`config.mk`:
```
export PLATFORM = sky130hd
export DESIGN_NAME = acia_serial_port_model_core_flat
export DESIGN_NICKNAME = d
export VERILOG_FILES = /design/src/design/acia_pkg.sv /design/src/design/acia_if.sv /design/src/design/acia_in_reg.sv /design/src/design/acia_engine.sv /design/src/design/acia_serial_port_model_core.sv /design/src/flat_wrapper.sv
export VERILOG_INCLUDE_DIRS = /design/src /design/src/design
export SDC_FILE = /design/constraint.sdc
export NUM_CORES = 1
export LEC_CHECK = 0
export ABC_CLOCK_PERIOD_IN_PS = 4550
export BUFFER_PORTS_ARGS = -buffer_cell sky130_fd_sc_hd__buf_2
export CORE_MARGIN = 2
export CORE_UTILIZATION = 50
export DETAILED_ROUTE_END_ITERATION = 8
export PLACE_DENSITY = 0.71
export REMOVE_ABC_BUFFERS = 1
export SETUP_SLACK_MARGIN = 0.15
export SYNTH_ARGS = -nofsm -noshare
export SYNTH_HDL_FRONTEND = slang
export SYNTH_SLANG_ARGS = --single-unit
```
`constraint.sdc`:
```
create_clock -name i_clk -period 4.55 [get_ports i_clk]
set_clock_uncertainty 0.05 [all_clocks]
set_input_delay 0 -clock i_clk [delete_from_list [all_inputs] [get_ports i_clk]]
set_output_delay 0 -clock i_clk [all_outputs]
set_load 0.03 [all_outputs]
```
`src/design/acia_serial_port_model_core_assert.svh`:
```
// Assertion helpers used by the serial port engine.
`ifndef ACIA_SERIAL_PORT_MODEL_CORE_ASSERT_SVH
`define ACIA_SERIAL_PORT_MODEL_CORE_ASSERT_SVH

// Same-cycle implication, disabled while reset is asserted.
`define ACIA_ASSERT_NOW(lbl, clk, rst_n, ante, cons, msg) \
    lbl: assert property (@(posedge clk) disable iff (!(rst_n)) (ante) |-> (cons)) \
        else $error(msg);

// Next-cycle implication, disabled while reset is asserted.
`define ACIA_ASSERT_NEXT(lbl, clk, rst_n, ante, cons, msg) \
    lbl: assert property (@(posedge clk) disable iff (!(rst_n)) (ante) |=> (cons)) \
        else $error(msg);

`endif

```
`src/design/acia_pkg.sv`:
```
`timescale 1ns / 1ps

package acia_pkg;

    // Operation codes
    localparam logic [1:0] FUNC_READ  = 2'd0;
    localparam logic [1:0] FUNC_WRITE = 2'd1;
    localparam logic [1:0] FUNC_TICK  = 2'd2;

    // Register select codes
    localparam logic REG_SEL_CTRL = 1'b0;
    localparam logic REG_SEL_DATA = 1'b1;

    // Status bit positions
    localparam int ST_RXFULL_BIT  = 0;
    localparam int ST_TXEMPTY_BIT = 1;
    localparam int ST_IRQ_BIT     = 7;
    localparam logic [7:0] STATUS_RESET = 8'h02;

    // Control decode
    localparam logic [7:0] CTRL_TXIRQ_MASK = 8'h60;
    localparam logic [7:0] CTRL_TXIRQ_EN   = 8'h20;
    localparam logic [7:0] CTRL_RXIRQ_EN   = 8'h80;
    localparam logic [7:0] CTRL_MRESET     = 8'h03;

    // Counter and interval
    localparam int CFG_W   = 16;
    localparam int COUNT_W = 17;
    localparam logic [COUNT_W-1:0] COUNT_MAX = {COUNT_W{1'b1}};
    localparam logic [CFG_W-1:0]   INTERVAL_RESET = 16'd16;

    typedef struct packed {
        logic [1:0] func;
        logic       reg_select;
        logic [7:0] write_byte;
        logic [7:0] tick_count;
        logic       rx_offered;
        logic [7:0] rx_byte;
    } t_in_item;

    typedef struct packed {
        logic [7:0] read_byte;
        logic       irq_n;
        logic       tx_valid;
        logic [7:0] tx_byte;
        logic       rx_taken;
    } t_out_item;

    // Handshake between the input register and the engine
    typedef struct packed {
        logic     valid;
        t_in_item item;
    } t_in_stage;

endpackage

```
`src/design/acia_if.sv`:
```
`timescale 1ns / 1ps

// Operation channel into the serial port
interface acia_in_if;
    logic       valid;
    logic       ready;
    logic [1:0] func;
    logic       reg_select;
    logic [7:0] write_byte;
    logic [7:0] tick_count;
    logic       rx_offered;
    logic [7:0] rx_byte;

    modport source (output valid, func, reg_select, write_byte, tick_count, rx_offered,
                    rx_byte, input ready);
    modport sink   (input valid, func, reg_select, write_byte, tick_count, rx_offered,
                    rx_byte, output ready);
endinterface

// Result channel out of the serial port
interface acia_out_if;
    logic       valid;
    logic       ready;
    logic [7:0] read_byte;
    logic       irq_n;
    logic       tx_valid;
    logic [7:0] tx_byte;
    logic       rx_taken;

    modport source (output valid, read_byte, irq_n, tx_valid, tx_byte, rx_taken,
                    input ready);
    modport sink   (input valid, read_byte, irq_n, tx_valid, tx_byte, rx_taken,
                    output ready);
endinterface

```
`src/design/acia_in_reg.sv`:
```
`timescale 1ns / 1ps

module acia_in_reg (
    input  logic                i_clk,
    input  logic                i_rst_n,
    input  logic                i_valid,
    input  acia_pkg::t_in_item  i_item,
    output logic                o_ready,
    output acia_pkg::t_in_stage o_stage,
    input  logic                i_take
);
    import acia_pkg::*;

    logic     r_valid;
    t_in_item r_item;

    // Free when empty or when the engine consumes the held transaction
    assign o_ready = !r_valid || i_take;

    always_ff @(posedge i_clk) begin
        if (!i_rst_n) begin
            r_valid <= 1'b0;
        end else if (o_ready) begin
            r_valid <= i_valid;
        end
    end

    always_ff @(posedge i_clk) begin
        if (i_valid && o_ready) begin
            r_item <= i_item;
        end
    end

    assign o_stage.valid = r_valid;
    assign o_stage.item  = r_item;

endmodule

```
`src/design/acia_engine.sv`:
```
`timescale 1ns / 1ps
`include "acia_serial_port_model_core_assert.svh"

module acia_engine (
    input  logic                       i_clk,
    input  logic                       i_rst_n,
    input  logic                       i_cfg_we,
    input  logic [acia_pkg::CFG_W-1:0] i_cfg_data,
    input  acia_pkg::t_in_stage        i_stage,
    output logic                       o_take,
    input  logic                       i_out_ready,
    output logic                       o_out_valid,
    output acia_pkg::t_out_item        o_out_item
);
    import acia_pkg::*;

    // Architectural state
    logic [CFG_W-1:0]   r_interval;
    logic [7:0]         r_ctrl;
    logic [7:0]         r_status;
    logic [7:0]         r_rx_data;
    logic [7:0]         r_tx_data;
    logic [COUNT_W-1:0] r_count;

    logic [7:0]         n_ctrl;
    logic [7:0]         n_status;
    logic [7:0]         n_rx_data;
    logic [7:0]         n_tx_data;
    logic [COUNT_W-1:0] n_count;

    // Result register
    logic      r_out_valid;
    t_out_item r_out;
    t_out_item n_out;

    logic               w_out_free;
    logic [COUNT_W:0]   w_sum;
    logic [COUNT_W-1:0] w_sat;
    logic               w_xfer;

    assign w_out_free = !r_out_valid || i_out_ready;
    assign o_take     = i_stage.valid && w_out_free;

    // Saturating counter add and interval compare
    assign w_sum  = {1'b0, r_count} + {{(COUNT_W + 1 - 8){1'b0}}, i_stage.item.tick_count};
    assign w_sat  = w_sum[COUNT_W] ? COUNT_MAX : w_sum[COUNT_W-1:0];
    assign w_xfer = w_sat >= {{(COUNT_W - CFG_W){1'b0}}, r_interval};

    // One transaction of register update
    always_comb begin
        n_ctrl    = r_ctrl;
        n_status  = r_status;
        n_rx_data = r_rx_data;
        n_tx_data = r_tx_data;
        n_count   = r_count;
        n_out     = '0;

        case (i_stage.item.func)
            FUNC_READ: begin
                if (i_stage.item.reg_select == REG_SEL_CTRL) begin
                    n_out.read_byte = r_status;
                end else begin
                    n_status[ST_RXFULL_BIT] = 1'b0;
                    n_status[ST_IRQ_BIT]    = 1'b0;
                    n_out.read_byte         = r_rx_data;
                end
            end
            FUNC_WRITE: begin
                if (i_stage.item.reg_select == REG_SEL_CTRL) begin
                    n_ctrl = i_stage.item.write_byte;
                    if ((i_stage.item.write_byte & CTRL_MRESET) == CTRL_MRESET) begin
                        n_ctrl   = '0;
                        n_status = STATUS_RESET;
                        n_count  = '0;
                    end
                end else begin
                    n_tx_data                = i_stage.item.write_byte;
                    n_status[ST_TXEMPTY_BIT] = 1'b0;
                    n_status[ST_IRQ_BIT]     = 1'b0;
                end
            end
            FUNC_TICK: begin
                // Raise the interrupt on an enabled condition
                if (!r_status[ST_IRQ_BIT]) begin
                    if ((r_status[ST_TXEMPTY_BIT]
                            && (r_ctrl & CTRL_TXIRQ_MASK) == CTRL_TXIRQ_EN)
                        || (r_status[ST_RXFULL_BIT]
                            && (r_ctrl & CTRL_RXIRQ_EN) == CTRL_RXIRQ_EN)) begin
                        n_status[ST_IRQ_BIT] = 1'b1;
                    end
                end
                n_count = w_sat;
                // Character transfer at the interval
                if (w_xfer) begin
                    n_count = '0;
                    if (!r_status[ST_RXFULL_BIT] && i_stage.item.rx_offered) begin
                        n_rx_data               = i_stage.item.rx_byte;
                        n_status[ST_RXFULL_BIT] = 1'b1;
                        n_out.rx_taken          = 1'b1;
                    end
                    if (!r_status[ST_TXEMPTY_BIT]) begin
                        n_out.tx_valid           = 1'b1;
                        n_out.tx_byte            = r_tx_data;
                        n_status[ST_TXEMPTY_BIT] = 1'b1;
                    end
                end
            end
            default: begin
            end
        endcase

        n_out.irq_n = !n_status[ST_IRQ_BIT];
    end

    // State registers
    always_ff @(posedge i_clk) begin
        if (!i_rst_n) begin
            r_interval <= INTERVAL_RESET;
            r_ctrl     <= '0;
            r_status   <= STATUS_RESET;
            r_rx_data  <= '0;
            r_tx_data  <= '0;
            r_count    <= '0;
        end else begin
            if (i_cfg_we) begin
                r_interval <= i_cfg_data;
            end
            if (o_take) begin
                r_ctrl    <= n_ctrl;
                r_status  <= n_status;
                r_rx_data <= n_rx_data;
                r_tx_data <= n_tx_data;
                r_count   <= n_count;
            end
        end
    end

    // Result register
    always_ff @(posedge i_clk) begin
        if (!i_rst_n) begin
            r_out_valid <= 1'b0;
        end else if (w_out_free) begin
            r_out_valid <= i_stage.valid;
        end
    end

    always_ff @(posedge i_clk) begin
        if (o_take) begin
            r_out <= n_out;
        end
    end

    assign o_out_valid = r_out_valid;
    assign o_out_item  = r_out;

    // Checks
    `ACIA_ASSERT_NEXT(a_tx_sets_empty, i_clk, i_rst_n, o_take && n_out.tx_valid, r_status[ST_TXEMPTY_BIT], "transmit did not set transmit-empty")
    `ACIA_ASSERT_NEXT(a_rx_latched, i_clk, i_rst_n, o_take && n_out.rx_taken, r_status[ST_RXFULL_BIT] && r_rx_data == $past(i_stage.item.rx_byte), "received byte not latched")
    `ACIA_ASSERT_NEXT(a_irq_matches, i_clk, i_rst_n, o_take, r_out.irq_n == !r_status[ST_IRQ_BIT], "irq_n disagrees with status")
    `ACIA_ASSERT_NOW(a_take_needs_room, i_clk, i_rst_n, o_take, !r_out_valid || i_out_ready, "result register overwritten")

endmodule

```
`src/design/acia_serial_port_model_core.sv`:
```
`timescale 1ns / 1ps
// A transaction accepted on the operation channel is registered in the input register, is
// processed by the engine into the result register, and is presented on the result channel.
// Throughput: one transaction per cycle while the result channel is ready; the single state
// update between the input register and the result register sets that figure.
// Reset (i_rst_n low at a clock edge, synchronous): both stages empty, control 0,
// status transmit-empty, data bytes and counter 0, tick interval 16.
module acia_serial_port_model_core (
    input  logic                       i_clk,
    input  logic                       i_rst_n,
    input  logic                       i_cfg_we,
    input  logic [acia_pkg::CFG_W-1:0] i_cfg_data,
    acia_in_if.sink                    i_in,
    acia_out_if.source                 o_out
);
    import acia_pkg::*;

    t_in_item  w_in_item;
    t_in_stage w_stage;
    logic      w_take;
    t_out_item w_out_item;
    logic      w_out_valid;

    assign w_in_item.func       = i_in.func;
    assign w_in_item.reg_select = i_in.reg_select;
    assign w_in_item.write_byte = i_in.write_byte;
    assign w_in_item.tick_count = i_in.tick_count;
    assign w_in_item.rx_offered = i_in.rx_offered;
    assign w_in_item.rx_byte    = i_in.rx_byte;

    acia_in_reg u_in_reg (
        .i_clk   (i_clk),
        .i_rst_n (i_rst_n),
        .i_valid (i_in.valid),
        .i_item  (w_in_item),
        .o_ready (i_in.ready),
        .o_stage (w_stage),
        .i_take  (w_take)
    );

    acia_engine u_engine (
        .i_clk       (i_clk),
        .i_rst_n     (i_rst_n),
        .i_cfg_we    (i_cfg_we),
        .i_cfg_data  (i_cfg_data),
        .i_stage     (w_stage),
        .o_take      (w_take),
        .i_out_ready (o_out.ready),
        .o_out_valid (w_out_valid),
        .o_out_item  (w_out_item)
    );

    assign o_out.valid     = w_out_valid;
    assign o_out.read_byte = w_out_item.read_byte;
    assign o_out.irq_n     = w_out_item.irq_n;
    assign o_out.tx_valid  = w_out_item.tx_valid;
    assign o_out.tx_byte   = w_out_item.tx_byte;
    assign o_out.rx_taken  = w_out_item.rx_taken;

endmodule

```
`src/flat_wrapper.sv`:
```
// flat-port wrapper written by rule: the top's interface ports become plain ports
module acia_serial_port_model_core_flat import acia_pkg::*;
  (i_clk, i_rst_n, i_cfg_we, i_cfg_data, i_in_valid, i_in_func, i_in_reg_select, i_in_write_byte, i_in_tick_count, i_in_rx_offered, i_in_rx_byte, i_in_ready, o_out_valid, o_out_read_byte, o_out_irq_n, o_out_tx_valid, o_out_tx_byte, o_out_rx_taken, o_out_ready);
  acia_in_if i_in_i ();
  acia_out_if o_out_i ();
  input  logic i_clk;
  input  logic i_rst_n;
  input  logic i_cfg_we;
  input  logic [acia_pkg::CFG_W-1:0] i_cfg_data;
  input wire logic [$bits(i_in_i.valid)-1:0] i_in_valid;
  input wire logic [$bits(i_in_i.func)-1:0] i_in_func;
  input wire logic [$bits(i_in_i.reg_select)-1:0] i_in_reg_select;
  input wire logic [$bits(i_in_i.write_byte)-1:0] i_in_write_byte;
  input wire logic [$bits(i_in_i.tick_count)-1:0] i_in_tick_count;
  input wire logic [$bits(i_in_i.rx_offered)-1:0] i_in_rx_offered;
  input wire logic [$bits(i_in_i.rx_byte)-1:0] i_in_rx_byte;
  output wire logic [$bits(i_in_i.ready)-1:0] i_in_ready;
  output wire logic [$bits(o_out_i.valid)-1:0] o_out_valid;
  output wire logic [$bits(o_out_i.read_byte)-1:0] o_out_read_byte;
  output wire logic [$bits(o_out_i.irq_n)-1:0] o_out_irq_n;
  output wire logic [$bits(o_out_i.tx_valid)-1:0] o_out_tx_valid;
  output wire logic [$bits(o_out_i.tx_byte)-1:0] o_out_tx_byte;
  output wire logic [$bits(o_out_i.rx_taken)-1:0] o_out_rx_taken;
  input wire logic [$bits(o_out_i.ready)-1:0] o_out_ready;
  assign i_in_i.valid = i_in_valid;
  assign i_in_i.func = i_in_func;
  assign i_in_i.reg_select = i_in_reg_select;
  assign i_in_i.write_byte = i_in_write_byte;
  assign i_in_i.tick_count = i_in_tick_count;
  assign i_in_i.rx_offered = i_in_rx_offered;
  assign i_in_i.rx_byte = i_in_rx_byte;
  assign i_in_ready = i_in_i.ready;
  assign o_out_valid = o_out_i.valid;
  assign o_out_read_byte = o_out_i.read_byte;
  assign o_out_irq_n = o_out_i.irq_n;
  assign o_out_tx_valid = o_out_i.tx_valid;
  assign o_out_tx_byte = o_out_i.tx_byte;
  assign o_out_rx_taken = o_out_i.rx_taken;
  assign o_out_i.ready = o_out_ready;
  acia_serial_port_model_core u_core (.i_clk(i_clk), .i_rst_n(i_rst_n), .i_cfg_we(i_cfg_we), .i_cfg_data(i_cfg_data), .i_in(i_in_i), .o_out(o_out_i));
endmodule
```
== Word level (Yosys, flattened, before mapping) ==
Index checks and enable logic that the tools add are counted.
Cells by class
  add/subtract/negate cells: 1
  $lt $le $gt $ge: 1
  reduce and logical (&&, ||, !) cells: 24
  equal/unequal tests: 10
  bitwise gates (word level): 3
  mux-type cells: 22
Operators by type and width (count)
  2-to-1 mux 17 bit: 4
  case mux 17 bit (2 select lines): 1
  2-to-1 mux 8 bit: 3
  adder 17 x 8 -> 18 bit: 1
  >= comparator 17 x 16 -> 1 bit: 1
  AND reduction 4 bit: 3
  2-to-1 mux 1 bit: 9
  2-to-1 mux 9 bit: 1
  != test 2 bit (second input constant): 4
  AND reduction 7 bit: 1
  case mux 1 bit (3 select lines): 2
  AND reduction 3 bit: 2
  logical AND 1 bit: 5
  equality test 2 x 1 -> 1 bit (second input constant): 2
  equality test 2 bit (second input constant): 2
  zero test 1 bit: 4
  AND reduction 2 bit: 2
  logical OR 1 bit: 3
  != test 3 x 2 -> 1 bit (second input constant): 1
  inverter 1 bit: 3
  nonzero test 3 bit: 1
  OR reduction 3 bit: 1
  zero test 2 bit: 1
  2-to-1 mux 2 bit: 1
  other kinds (3): 3
Storage, ports and cells
  output and inout port bits: 21
  word-level logic and storage cells: 83
  bits of input ports: 49
  register bits: 109

== Logic depth before layout (Yosys ltp) ==
Gate-level depths: netlist (run 1).
  word-level depth: 7
  depth in mapped cells: 17
  gate-level depth less buffers: 15

== By module ==
From an unflattened synthesis (run 1), not the netlist that was laid out.
Unflattened totals
  cell total of the unflattened synthesis: 457
  area, all modules: 5074.9 um2
By module, submodules not included
  acia_engine: area an instance 4169.0 um2, sequential area each 1691.6 um2, cells each 423, times used 1
  acia_in_reg: area an instance 905.9 um2, sequential area each 860.8 um2, cells each 34, times used 1

== Least setup slack after synthesis (run 1) ==
No wires, ideal clock.
  path kind: reg-to-reg
  from: reg u_core.u_in_reg.r_item (netlist bit u_core.u_in_reg.o_stage[9])
  to: reg u_core.u_engine.r_count[6]
  arrival time: 3.918 ns
  period minus slack after synthesis: 4.085 ns
  stages on the path, launching flop included: 18
  path buffers: 2
  setup slack: 0.465 ns
  required time: 4.383 ns
  cells stage by stage: edfxtp_1 -> ha_1 -> fa_1 -> a21o_1 -> a221oi_2 -> a21oi_1 -> xnor2_1 -> nand2_1 -> ha_1 -> nand2_1 -> o21ai_1 -> nor3_1 -> a2111oi_0 -> nor4_4 -> and4_1 -> buf_4 -> buf_6 -> a22o_1
Between the ends
  cells in the longest elaborated chain, start to end: 5
RTL lines
  from (decl): line acia_in_reg.sv:15  | t_in_item r_item;
  from (signal assigned): line acia_in_reg.sv:30  | r_item <= i_item;
  adder 17 x 8 -> 18 bit *: line acia_engine.sv:45  | assign w_sum = {1'b0, r_count} + {{(COUNT_W + 1 - 8){1'b0}}, i_stage.item.tick_count};
  2-to-1 mux 17 bit *: line acia_engine.sv:46  | assign w_sat = w_sum[COUNT_W] ? COUNT_MAX : w_sum[COUNT_W-1:0];
  >= comparator 17 x 16 -> 1 bit: line acia_engine.sv:47  | assign w_xfer = w_sat >= {{(COUNT_W - CFG_W){1'b0}}, r_interval};
  2-to-1 mux 17 bit *: line acia_engine.sv:94  | if (w_xfer) begin
  case mux 17 bit (2 select lines) *: line acia_engine.sv:58  | case (i_stage.item.func)
  to (signal assigned): line acia_engine.sv:133  | r_count <= n_count;
  to (decl): line acia_engine.sv:23  | logic [COUNT_W-1:0] r_count;
Mark *: on every way between the ends. The rest lies on a longest branch, timed or not.
A chain may end at the register's enable or synchronous reset.

== Final worst setup path (run 1) ==
  from: reg u_core.u_in_reg.r_item (netlist bit u_core.u_in_reg.o_stage[9])
  to: reg u_core.u_engine.r_out (netlist bit u_core.u_engine.o_out_item[5]), data pin
Between the ends
  cells in the longest elaborated chain, start to end: 5
RTL lines
  adder 17 x 8 -> 18 bit: line acia_engine.sv:45
  2-to-1 mux 17 bit: line acia_engine.sv:46
  >= comparator 17 x 16 -> 1 bit: line acia_engine.sv:47
  inverter 1 bit (no source line)
  OR reduction 3 bit (no source line)
  to (signal assigned): line acia_engine.sv:149  | r_out <= n_out;
  to (decl): line acia_engine.sv:33  | t_out_item r_out;
No other way between the ends.

==> results.txt, run 1 <==
----------------------------------------------------
[Synth]
  Share of the yosys chip area belonging to registers ... 53.1%
  Number of enable flip-flop cells after synthesis ... 47
  Post-Syn Area per Cell ... 11.3 µm²
  Area of the mapped netlist ... approximately 4800 µm²
  Share of flip-flops with an asynchronous set or reset ... 0%
  Post-synthesis instance total ... roughly 430
  Flip-flop cell with the highest count after synthesis ... dfxtp_1
  Number of distinct library cell variants in the gate-level netlist after synthesis ... 52
  Number of warnings printed during yosys synthesis ... 0
  #FFs+latches synth ... 104

[STA]
  Max Clock Freq ... 0.240 GHz
  Final count of pins violating max slew ... 0
  Crit path time final ... 4.16 ns
  Final hold vios ... 0
  Slew of the pin with the lowest slew margin ... ~0.79 ns
  RSZ-0062 raised after global routing ... yes
  Fin crit share ... between 90% and 100%
  Worst max-slew margin expressed relative to the limit ... 47.2%
  Endpoints failing setup ... 0

[GRT]
  Total GRT Usage ... 19.7%
  Number of antenna violations at the first check in global routing ... 0
  Grt met1 use ... 27.3%
  First-pass GRT wire length ... 15.7 mm
  Maximum number of pins on one net before global-route repair ... between 50 and 60
  GRT met3 Usage ... 4.65%
  GRT Max-Usage Layer ... met2
  Overall overflow remaining after global route ... 0
  Vias in the first global route ... 3312
  Met2 Resource Use GR ... ~31%

[Worst setup path]
  Worst r2r dst ... u_core.u_engine.o_out_item[5]
  CP Launch Point ... u_core.u_in_reg.o_stage[9]
  Largest fanout of any net on the critical path ... 9
  Crit path capture ... u_core.u_engine.o_out_item[5]
  Kind of launch point of the worst setup path ... flop
  Cell count along the critical path ... 16
  Logic depth of the worst register-to-register path ... 16
  CP Cell Sequence ... ha_1, fa_1, a21o_1, a221oi_4, a21oi_1, xnor2_1, nand2_1, ha_1, nand2_1, o21ai_1, nor3_1, a2111oi_2, nor4_4, buf_4, nor3b_4, and2_1
  Worst reg2reg setup slack ... 0.39 ns
  Buffers & Inverters on Critical Path ... 1
  Data required time of the critical path ... 4.75 ns
  CP Capture Type ... flop
  Arrival time of data at the critical path endpoint ... 4.36 ns
  Critical register-to-register path startpoint ... u_core.u_in_reg.o_stage[9]
  Delay-heaviest family, CP ... compound AO/OA/AOI/OAI gates
  Cell with the largest stage delay on the worst path ... a2111oi_2
  Critical path type ... flop to flop
  Delay contributed by the slowest stage of the critical path ... 0.48 ns

[Hold path]
  Hold WC Path Type ... input port to flop

[Layout]
  Area growth from synthesis to final layout ... 25.0%
  Area of all placed cells without fillers ... 6010 µm²
  Area used by multi-input combinational logic ... around 2100 µm²
  Final-stage net count ... 622
  Final antenna diode count ... 0
  Sequential standard cell area ... 2550 µm²
  Number of filler instances in the final layout ... 765
  Share of final-layout standard cells stronger than drive strength 1 ... a little under a fifth

[Floorplanning]
  Number of placement rows ... 35
  Die Area ... about 10000 µm²
  DIE WIDTH ... 102 µm
  Placeable core region ... 9280 µm²
  Effective utilization at floorplan ... around 52%
  Vertical die dimension ... roughly 100 µm
  Boundary Pins ... 70

[Clocking]
  Clock transition at the register clock pins on the worst setup and hold paths after CTS ... 0.11 ns
  Clock tree buffer depth ... 2
  Sinks on the clock net ... 104
  Library cell used as clock root buffer ... clkbuf_8
  Later-pin clock latency in the skew report ... about 0.38 ns
  TritonCTS buffer count ... 9
  TritonCTS clock tree ... built
  H-tree depth ... 3

[Status]
  Status ... finished, final reports clean

[Route]
  Routed vias ... 3430
  Post-detailed-route via-to-cell ratio ... between 5 and 6
  Routed wirelength normalized by instance count ... 13.8 µm
  Number of optimization iterations in the first detailed-route pass ... 4
  Number of routed nets with antenna violations ... 0
  Violation count after the first detailed-routing iteration ... between 150 and 200
  Total DRC errors in the routed layout ... 0
  Final WL ... 9.34 mm

[Flow run]
  Number of max-cap violations ... 0

[Placement]
  # port buffers ... just under 70
  HPWL after detailed placement ... 6.22 mm
  Placer congestion estimate ... 0.858
  Post-placement cell area ... 5290 µm²

[Power and ir drop]
  Max VDD drop ... 171 µV
  Leakage Power ... 2.56 nW
  Total Power Consumption ... 0.00185 W
  Power density over the cells ... 308 nW/µm²

----------------------------------------------------
## layer usage
metal | up-vias | share of wire (%) | wire, µm
met5 | - | 0 | 0
met4 | 0 | 1.3 | 118
met3 | 10 | 3.2 | 301
met2 | 59 | 45 | 4180
met1 | 1600 | 51 | 4740
li1 | 1761 | - | -
## synthesized netlist by cell type (all sizes together), types with 2 or more instances
| library cell | n | area share [%] |
|---|---|---|
| xnor2 | 5 | 0.91 |
| nand2b | 3 | 0.39 |
| nand4 | 3 | 0.39 |
| nor2 | 11 | 0.86 |
| a21oi | 14 | 1.5 |
| inv | 23 | 1.8 |
| and4 | 3 | 0.55 |
| or2 | 3 | 0.39 |
| a22o | 15 | 2.7 |
| mux2 | 3 | 0.70 |
| dfxtp | 57 | 24 |
| edfxtp | 47 | 29 |
| and2 | 14 | 1.8 |
| a221oi | 2 | 0.49 |
| nor3 | 2 | 0.21 |
| mux2i | 35 | 7.3 |
| a21boi | 4 | 0.62 |
| and3 | 7 | 0.91 |
| xor2 | 4 | 0.73 |
| o211ai | 3 | 0.47 |
| nand3 | 12 | 1.2 |
| clkbuf | 12 | 0.94 |
| a2111oi | 2 | 0.49 |
| a21o | 7 | 1.1 |
| o31a | 2 | 0.36 |
| buf | 4 | 0.62 |
| o21a | 4 | 0.62 |
| nand2 | 41 | 3.2 |
| o21ai | 10 | 1.0 |
| nor2b | 31 | 4.0 |
| nor3b | 2 | 0.42 |
| a31oi | 2 | 0.26 |
| ha | 28 | 7.3 |
## registers in the layout, indices dropped and copies added (netlist names)
name                         cells
u_core.u_engine.r_count         17
u_core.u_in_reg.o_stage         28
u_core.u_engine.o_out_valid      1
u_core.u_engine.r_ctrl           3
u_core.u_engine.r_tx_data        8
u_core.u_engine.r_rx_data        8
u_core.u_engine.r_interval      16
u_core.u_engine.r_status         3
u_core.u_engine.o_out_item      19
u_core.u_in_reg.r_valid          1
## worst reg2reg max path, cell delays in order, from the launching register on
cell	delay (ns)
edfxtp_1	0.38
ha_1	0.23
fa_1	0.41
a21o_1	0.24
a221oi_4	0.37
a21oi_1	0.14
xnor2_1	0.17
nand2_1	0.10
ha_1	0.33
nand2_1	0.06
o21ai_1	0.18
nor3_1	0.09
a2111oi_2	0.48
nor4_4	0.11
buf_4	0.17
nor3b_4	0.33
and2_1	0.19
## layout make-up
| class | instances | share of cell area [%] |
|---|---|---|
| inverters | 23 | 1.44 |
| clock buffers | 9 | 2.06 |
| flip-flops and latches | 104 | 42.4 |
| well taps | 129 | 2.68 |
| multi-input cells | 284 | 35.4 |
| repair buffers | 122 | 14.4 |
| clock inverters | 7 | 1.58 |
## logic make-up (layout without fill, tap and decap cells)
group	after synthesis	in the layout	synth area share (%)
xor gates and xnor gates	9	9	1.64
muxes	38	38	7.98
DFF	104	104	53.1
adders and majority gates	29	29	7.70
and+or+nand+nor	136	136	15.3
AOI/OAI and AO/OA	72	72	10.9
buffers and inverters	39	161	3.35
## through the flow
stage / setup slack, ns / TNS [ns] / hold WS, ns / instances / utilization, %
detailed placement: 0.0660 / 0 / 0.128 / 614 / 57.0
floorplan: -0.370 / -2.96 / 0.0486 / 411 / -
finish: 0.389 / 0 / 0.0774 / 678 / 64.8
CTS: 0.155 / 0 / 0.0503 / 677 / 64.4
global placement: 0.288 / 0 / 0.127 / 614 / 57.0
global route: 0.126 / 0 / 0.109 / 678 / 64.8
## report_power, final
group          switching [W]  internal, W  leakage, nW
sequential         0.0000174      0.00101        0.919
clock               0.000344     0.000271        0.111
combinational       0.000109     0.000101         1.53
## worst min path at each step
stage / startpoint / endpoint / slack [ns] / depth (start not counted)
4_1_cts: i_cfg_we / u_core.u_engine.r_interval[4] / 0.05 / 3
2_1_floorplan: i_rst_n / u_core.u_engine.r_interval[4] / 0.05 / 1
5_1_grt: i_cfg_we / u_core.u_engine.r_interval[4] / 0.11 / 2
6_report: i_cfg_we / u_core.u_engine.r_interval[4] / 0.08 / 3
3_5_place_dp: i_in_write_byte[5] / u_core.u_in_reg.o_stage[22] / 0.13 / 1
3_3_place_gp: i_in_write_byte[3] / u_core.u_in_reg.o_stage[20] / 0.13 / 1
## what timing repair did
item | in CTS | in global routing
hold buffers | 47 | 0
hold endpoints to repair | 46 | 0
resized for setup | 1 | 4
pin swaps | 0 | 3
gates cloned | 0 | 0
endpoints found under the setup margin | 32 | 32
setup buffers | 0 | 1
## placed cells by master, fill, tap and decap left out, types with 7 or more instances in the layout
master / count
o21ai_0: 9
a21oi_1: 14
and3_1: 7
dfxtp_1: 57
dlygate4sd3_1: 47
inv_1: 23
ha_1: 28
nor2b_1: 30
nand2_1: 41
mux2i_1: 35
clkbuf_8: 9
and2_1: 14
edfxtp_1: 47
buf_2: 69
a21o_1: 7
a22o_1: 15
nor2_1: 11
nand3_1: 12
Note: power is estimated with default switching activity, not from simulation.
==> run 2, diff against run 1 <==
- SYNTH_HIERARCHICAL: unset -> 1
==> results.txt, run 2 <==
----------------------------------------------------
[Route]
  Post-detailed-route via-to-cell ratio ... about 5.3
  Violation count after the first detailed-routing iteration ... ~180
  Number of optimization iterations in the first detailed-route pass ... 4
  Routed vias ... 3762
  Total DRC errors in the routed layout ... 0
  Final WL ... 10.7 mm
  Routed wirelength normalized by instance count ... 15.0 µm
  Number of routed nets with antenna violations ... 0

[Synth]
  Post-Syn Area per Cell ... 11.1 µm²
  Post-synthesis instance total ... around 460
  Number of enable flip-flop cells after synthesis ... 47
  Area of the mapped netlist ... 5070 µm²
  Post-synth top area cell ... edfxtp_1
  Most frequent cell after synthesis ... dfxtp_1
  #FFs+latches synth ... 104
  Area contributors post-synth ... edfxtp_1, dfxtp_1, ha_1
  Number of warnings printed during yosys synthesis ... 6
  Number of distinct library cell variants in the gate-level netlist after synthesis ... 60
  Share of flip-flops with an asynchronous set or reset ... 0%
  Flip-flop cell with the highest count after synthesis ... dfxtp_1
  Share of the yosys chip area belonging to registers ... 50.3%
  Top-area cell type share of the netlist area ... between 20% and 30%
  Commonest cells in the synthesized netlist ... dfxtp_1, edfxtp_1, nand2_1

[Floorplanning]
  DIE WIDTH ... 105 µm
  Vertical die dimension ... 105 µm
  Die Area ... 11000 µm²
  Boundary Pins ... 70
  Effective utilization at floorplan ... 51.7%
  Placeable core region ... 9820 µm²
  Number of placement rows ... 36

[Worst setup path]
  Critical path type ... flop to flop
  Worst reg2reg setup slack ... 0.42 ns
  Logic depth of the worst register-to-register path ... 16
  Buffers & Inverters on Critical Path ... 2
  Cell with the largest stage delay on the worst path ... fa_1
  Data required time of the critical path ... 4.78 ns
  Largest fanout of any net on the critical path ... 8
  CP Capture Type ... flop
  Delay contributed by the slowest stage of the critical path ... 0.42 ns
  CP Launch Point ... u_core/u_in_reg/o_stage[9]
  Cell count along the critical path ... 16
  CP Cell Sequence ... ha_1, fa_1, a211o_1, a211o_1, and3_1, a21oi_1, a41oi_1, ha_1, nand3_1, nor3_1, o311ai_0, nand3_1, buf_4, buf_4, o21ai_4, a31o_1
  Worst r2r dst ... u_core/u_engine/r_rx_data[6]
  Delay-heaviest family, CP ... compound AO/OA/AOI/OAI gates
  Crit path capture ... u_core/u_engine/r_rx_data[6]
  Arrival time of data at the critical path endpoint ... around 4.4 ns
  Critical register-to-register path startpoint ... u_core/u_in_reg/o_stage[9]
  Kind of launch point of the worst setup path ... flop

[STA]
  TNS Setup ... 0 ns
  Worst max-slew margin expressed relative to the limit ... 55.2%
  Max Clock Freq ... ~0.24 GHz
  Worst path setup slack after routing ... approximately 0.42 ns
  Crit path time final ... 4.13 ns
  Slew of the pin with the lowest slew margin ... slightly below 0.7 ns
  Final count of pins violating max slew ... 0
  RSZ-0062 raised after global routing ... no
  Fin crit share ... around nine tenths
  Endpoints failing setup ... 0
  Final hold vios ... 0

[Clocking]
  TritonCTS clock tree ... built
  Sinks on the clock net ... 104
  H-tree depth ... 3
  Later-pin clock latency in the skew report ... between 0.3 and 0.4 ns
  Clock tree buffer depth ... 2
  Clock transition at the register clock pins on the worst setup and hold paths after CTS ... roughly 0.1 ns
  Library cell used as clock root buffer ... clkbuf_8
  TritonCTS buffer count ... 9

[Layout]
  Area growth from synthesis to final layout ... 22.2%
  Post-layout utilization of the core ... a little over three fifths
  Final antenna diode count ... 0
  Number of filler instances in the final layout ... 788
  Sequential standard cell area ... between 2000 and 3000 µm²
  Most used cells in the layout excluding fill and tap cells ... buf_2, dfxtp_1, edfxtp_1, dlygate4sd3_1, nand2_1
  Area used by multi-input combinational logic ... 2310 µm²
  Final-stage net count ... 650
  Share of final-layout standard cells stronger than drive strength 1 ... 19.8%
  Most common cell after layout, fill and taps aside ... buf_2
  Max FFs per register ... 28

[GRT]
  Overall overflow remaining after global route ... 0
  First-pass GRT wire length ... 17.8 mm
  Vias in the first global route ... 3823
  Total GRT Usage ... 20.4%
  Maximum number of pins on one net before global-route repair ... 45
  Number of antenna violations at the first check in global routing ... 0

[Placement]
  HPWL after detailed placement ... 7.23 mm
  # port buffers ... 69
  Placer congestion estimate ... 0.891
  Worst slack, placed ... 0.100 ns

[Status]
  Status ... finished, final reports clean

[Hold path]
  Hold WC Path Type ... input port to flop
  Worst hold path startpoint ... i_cfg_we

[Flow run]
  Number of max-cap violations ... 0

[Power and ir drop]
  Max VDD drop ... 358 µV
  Leakage Power ... 2.76 nW
  Power density over the cells ... 298 nW/µm²

----------------------------------------------------
-- run 2: cell types whose count changed after synthesis, sizes merged, moves of 8 or more --
| cell | previous run | this run |
|---|---|---|
| and2 | 14 | 5 |
| mux2i | 35 | 26 |
| a31o | 0 | 10 |
| buf | 4 | 12 |
| o211a | 0 | 10 |
| nand2 | 41 | 32 |
| nor2 | 11 | 20 |
-- run 2: per-stage QoR --
step / cells / hold WS (ns) / area (µm²) / total power (W)
after CTS: 710 / 0.0789 / 6200 / 0.00187
after detailed placement: 646 / 0.128 / 5520 / 0.00125
final: 710 / 0.0940 / 6200 / 0.00185
after global routing: 710 / 0.114 / 6200 / 0.00193
after global placement: 646 / 0.126 / 5520 / 0.00124
after floorplan: 437 / 0.0389 / 4950 / 0.00117
-- run 2: how the worst min path moves through the flow --
stage                                          endpoint  slack, ns  cells after the start
after global routing        u_core/u_engine/r_status[1]       0.11                      3
after detailed placement    u_core/u_in_reg/o_stage[11]       0.13                      1
after floorplan             u_core/u_engine/r_status[1]       0.04                      1
after CTS                 u_core/u_engine/r_interval[4]       0.08                      3
after global placement      u_core/u_in_reg/o_stage[15]       0.13                      1
final                     u_core/u_engine/r_interval[4]       0.09                      3
-- run 2: worst reg2reg max path, stage by stage, from the launching register on --
cell,delay (ns)
edfxtp_1,0.40
ha_1,0.25
fa_1,0.42
a211o_1,0.34
a211o_1,0.39
and3_1,0.22
a21oi_1,0.15
a41oi_1,0.07
ha_1,0.33
nand3_1,0.11
nor3_1,0.30
o311ai_0,0.20
nand3_1,0.12
buf_4,0.15
buf_4,0.16
o21ai_4,0.10
a31o_1,0.26
-- run 2: logic make-up (layout without fill, tap and decap cells) --
logic type / Yosys count / in the layout / share of synthesized area (%)
AOI/OAI and AO/OA: 96 / 96 / 14.8
xor gates and xnor gates: 7 / 7 / 1.21
adders and majority gates: 29 / 29 / 7.30
buffers and inverters: 47 / 167 / 4.36
DFF: 104 / 104 / 50.3
muxes: 28 / 28 / 5.57
and+or+nand+nor: 146 / 146 / 16.5
-- run 2: metal layers --
layer | share of wire [%] | up-vias | wire length (µm) | global-route usage (%)
met5 | 0 | - | 0 | 0
met4 | 1.2 | 0 | 127 | 6.95
met3 | 5.0 | 11 | 537 | 5.43
met2 | 49 | 98 | 5180 | 34.4
met1 | 45 | 1755 | 4820 | 25.3
li1 | - | 1898 | - | -
-- run 2: power breakdown --
| group | internal (W) | total [W] | switching, W |
|---|---|---|---|
| sequential | 0.00101 | 0.00103 | 0.0000185 |
| clock | 0.000260 | 0.000581 | 0.000322 |
| combinational | 0.000103 | 0.000231 | 0.000128 |
| total | 0.00138 | 0.00185 | 0.000468 |
-- run 2: final cells by class --
| type | instances | share of cell area (%) |
|---|---|---|
| clock inverter | 7 | 1.23 |
| sequential | 104 | 41.1 |
| multi-input combinational | 306 | 37.2 |
| tap | 133 | 2.68 |
| inverter | 27 | 1.63 |
| timing repair buffer | 124 | 14.1 |
| clock buffer | 9 | 2.00 |
-- run 2: what timing repair did --
action                                  CTS  global route
endpoints found under the setup margin   17            18
endpoints found under the hold margin    47             0
pin swaps                                 1             1
hold buffers                             46             0
setup buffers                             2             0
gates resized for setup                   0             2
==> run 3, diff against run 2 <==
- ABC_AREA: unset -> 1
==> results.txt, run 3 <==
----------------------------------------------------
[Synth]
  Share of flip-flops with an asynchronous set or reset ... 0%
  Post-Syn Area per Cell ... 8.40 µm²
  Post-synth top area cell ... edfxtp_1
  Most frequent cell after synthesis ... nor2_1
  Area of the mapped netlist ... 5000 µm²
  Top-area cell type share of the netlist area ... ~28%
  #FFs+latches synth ... 104
  Flip-flop cell with the highest count after synthesis ... dfxtp_1
  Number of enable flip-flop cells after synthesis ... 47
  Number of distinct library cell variants in the gate-level netlist after synthesis ... 41
  Area contributors post-synth ... edfxtp_1, dfxtp_1, nor2_1
  Post-synthesis instance total ... between 500 and 600
  Number of warnings printed during yosys synthesis ... 6
  Share of the yosys chip area belonging to registers ... between 50% and 60%
  Commonest cells in the synthesized netlist ... nor2_1, inv_1, nand2_1

[Power and ir drop]
  NetSw ... 0.000465 W
  Switching Fraction ... 25.3%
  Internal power component ... between 0.001 and 0.0015 W
  Max VDD drop ... 274 µV
  Combinational power share ... 12.4%
  Power share of the clock group ... 31.3%
  Leakage Power ... 2.78 nW
  Portion of total power attributed to sequential cells ... between 50% and 60%
  Total Power Consumption ... 0.00184 W
  Power density over the cells ... between 200 and 300 nW/µm²

[STA]
  Hold_ws ... 0.0846 ns
  Crit path time final ... ~3.8 ns
  RSZ-0062 raised after global routing ... no
  Final hold vios ... 0
  Final count of pins violating max slew ... 0
  Worst max-slew margin expressed relative to the limit ... between 30% and 40%
  Fin crit share ... 82.6%
  Max Clock Freq ... ~0.27 GHz
  Endpoints failing setup ... 0
  Slew of the pin with the lowest slew margin ... 0.992 ns
  TNS Setup ... 0 ns

[Hold path]
  Hold WC Path Type ... input port to flop
  Worst hold path startpoint ... i_rst_n

[Layout]
  Post-layout utilization of the core ... a little over three fifths
  Share of final-layout standard cells stronger than drive strength 1 ... between 10% and 20%
  Fin cells ... 848
  Area growth from synthesis to final layout ... 22.7%
  Most used cells in the layout excluding fill and tap cells ... nor2_1, inv_1, nand2_1, buf_2, dfxtp_1
  Final-stage net count ... roughly 800
  Number of filler instances in the final layout ... 816
  Most common cell after layout, fill and taps aside ... nor2_1
  Final antenna diode count ... 0
  Area used by multi-input combinational logic ... between 1500 and 2000 µm²
  Max FFs per register ... 28
  Sequential standard cell area ... 2550 µm²

[Clocking]
  H-tree depth ... 3
  Later-pin clock latency in the skew report ... 0.38 ns
  TritonCTS clock tree ... built
  Total setup buffers inserted after CTS ... 0
  TritonCTS buffer count ... 9
  Library cell used as clock root buffer ... clkbuf_8
  Hold buffers post-CTS ... 49
  CTS-repair resized insts ... 0
  Sinks on the clock net ... 104
  Clock tree buffer depth ... 2
  Clock transition at the register clock pins on the worst setup and hold paths after CTS ... 0.09 ns

[GRT]
  Maximum number of pins on one net before global-route repair ... 37
  Total GRT Usage ... 20.4%
  Vias in the first global route ... 4007
  First-pass GRT wire length ... ~18 mm
  Overall overflow remaining after global route ... 0
  Number of antenna violations at the first check in global routing ... 0

[Floorplanning]
  Effective utilization at floorplan ... between 50% and 60%
  Number of placement rows ... 36
  Vertical die dimension ... 104 µm
  Placeable core region ... 9730 µm²
  Die Area ... 10800 µm²
  Boundary Pins ... 70
  DIE WIDTH ... 104 µm

[Route]
  Routed vias ... 4074
  Routed wirelength normalized by instance count ... 12.2 µm
  Violation count after the first detailed-routing iteration ... 179
  Total DRC errors in the routed layout ... 0
  Post-detailed-route via-to-cell ratio ... 4.80
  Number of optimization iterations in the first detailed-route pass ... 6
  Final WL ... 10.3 mm
  Number of routed nets with antenna violations ... 0

[Placement]
  Placer congestion estimate ... 0.921
  Post-placement cell count ... around 800
  HPWL after detailed placement ... about 7 mm
  # port buffers ... ~70

[Worst setup path]
  Worst reg2reg setup slack ... ~0.8 ns
  Kind of launch point of the worst setup path ... flop
  CP Launch Point ... u_core/u_in_reg/o_stage[9]
  Largest fanout of any net on the critical path ... 9
  Crit path capture ... u_core/u_engine/o_out_item[2]
  Worst r2r dst ... u_core/u_engine/o_out_item[2]
  Arrival time of data at the critical path endpoint ... 3.95 ns
  Data required time of the critical path ... 4.74 ns
  Critical register-to-register path startpoint ... u_core/u_in_reg/o_stage[9]
  CP Capture Type ... flop
  Critical path type ... flop to flop
  Logic depth of the worst register-to-register path ... 22

[Flow run]
  Number of max-cap violations ... 0

[Status]
  Status ... finished, final reports clean

----------------------------------------------------
## run 3: cell count changes after synthesis, moves of 19 or more
cell     previous run  this run
a21oi_1            15        43
inv_1              27        99
mux2i_1            26         0
nand2_1            32        87
nor2_1             20       118
nor2b_1            27         0
o21ai_0             8        27
## run 3: power by group through the flow
stage / combinational [W] / clock (W) / sequential, W
after floorplan: 0.000110 / 0 / 0.00107
after global placement: 0.000188 / 0 / 0.00106
after detailed placement: 0.000193 / 0 / 0.00106
after CTS: 0.000226 / 0.000599 / 0.00103
after global routing: 0.000255 / 0.000632 / 0.00104
final: 0.000227 / 0.000574 / 0.00104
## run 3: cell families (layout without fill, tap and decap cells)
kind of cell	after synthesis	in the layout	share of synthesized area, %
simple gates	255	255	22.1
buf+inv	117	237	9.19
flops	104	104	51.1
compound gates	83	83	9.04
fa+ha+maj	29	29	7.41
xor+xnor	7	7	1.23
## run 3: worst max-delay path: stages (launching register included)
cell and delay, ns:
edfxtp_1 0.39, ha_1 0.26, fa_1 0.41, nand2_1 0.09, nand3_1 0.08, and2_1 0.17
a31oi_1 0.18, xnor2_1 0.11, nor2_1 0.17, inv_1 0.08, ha_1 0.29, nand2_1 0.05
nor2_1 0.16, nand3b_1 0.10, nand3_1 0.09, nand2_1 0.06, nand2_1 0.05, nand2_1 0.04
nand2_1 0.05, nand2_1 0.14, a21oi_1 0.21, nand2_1 0.23, nor2_1 0.16
## run 3: metal layers
metal / share of wire [%] / global-route usage (%) / vias up
met4: 1.3 / 6.47 / 0
met5: 0 / 0 / -
met2: 51 / 36.1 / 72
met1: 44 / 23.9 / 1869
li1: - / - / 2122
met3: 4.1 / 5.64 / 11
## run 3: worst min path at each step
stage / to / cells after the start
after floorplan: u_core/u_engine/r_status[1] / 1
after global placement: u_core/u_in_reg/o_stage[12] / 1
after detailed placement: u_core/u_in_reg/o_stage[0] / 1
after global routing: u_core/u_engine/r_status[1] / 2
final: u_core/u_engine/r_status[1] / 2
after CTS: u_core/u_engine/r_status[1] / 2
## run 3: per-stage QoR
step	cell area (µm²)	setup slack, ns
6_report	6130	0.792
4_1_cts	6130	0.777
3_5_place_dp	5450	0.809
2_1_floorplan	4930	1.31
3_3_place_gp	5450	0.936
5_1_grt	6130	0.455
## run 3: area by class of cell
type | count | area share (%)
Multi-Input combinational cell | 374 | 32.6
Sequential cell | 104 | 41.6
Clock buffer | 11 | 2.14
Clock inverter | 5 | 1.04
Inverter | 103 | 6.30
Tap cell | 133 | 2.71
Timing Repair Buffer | 118 | 13.6
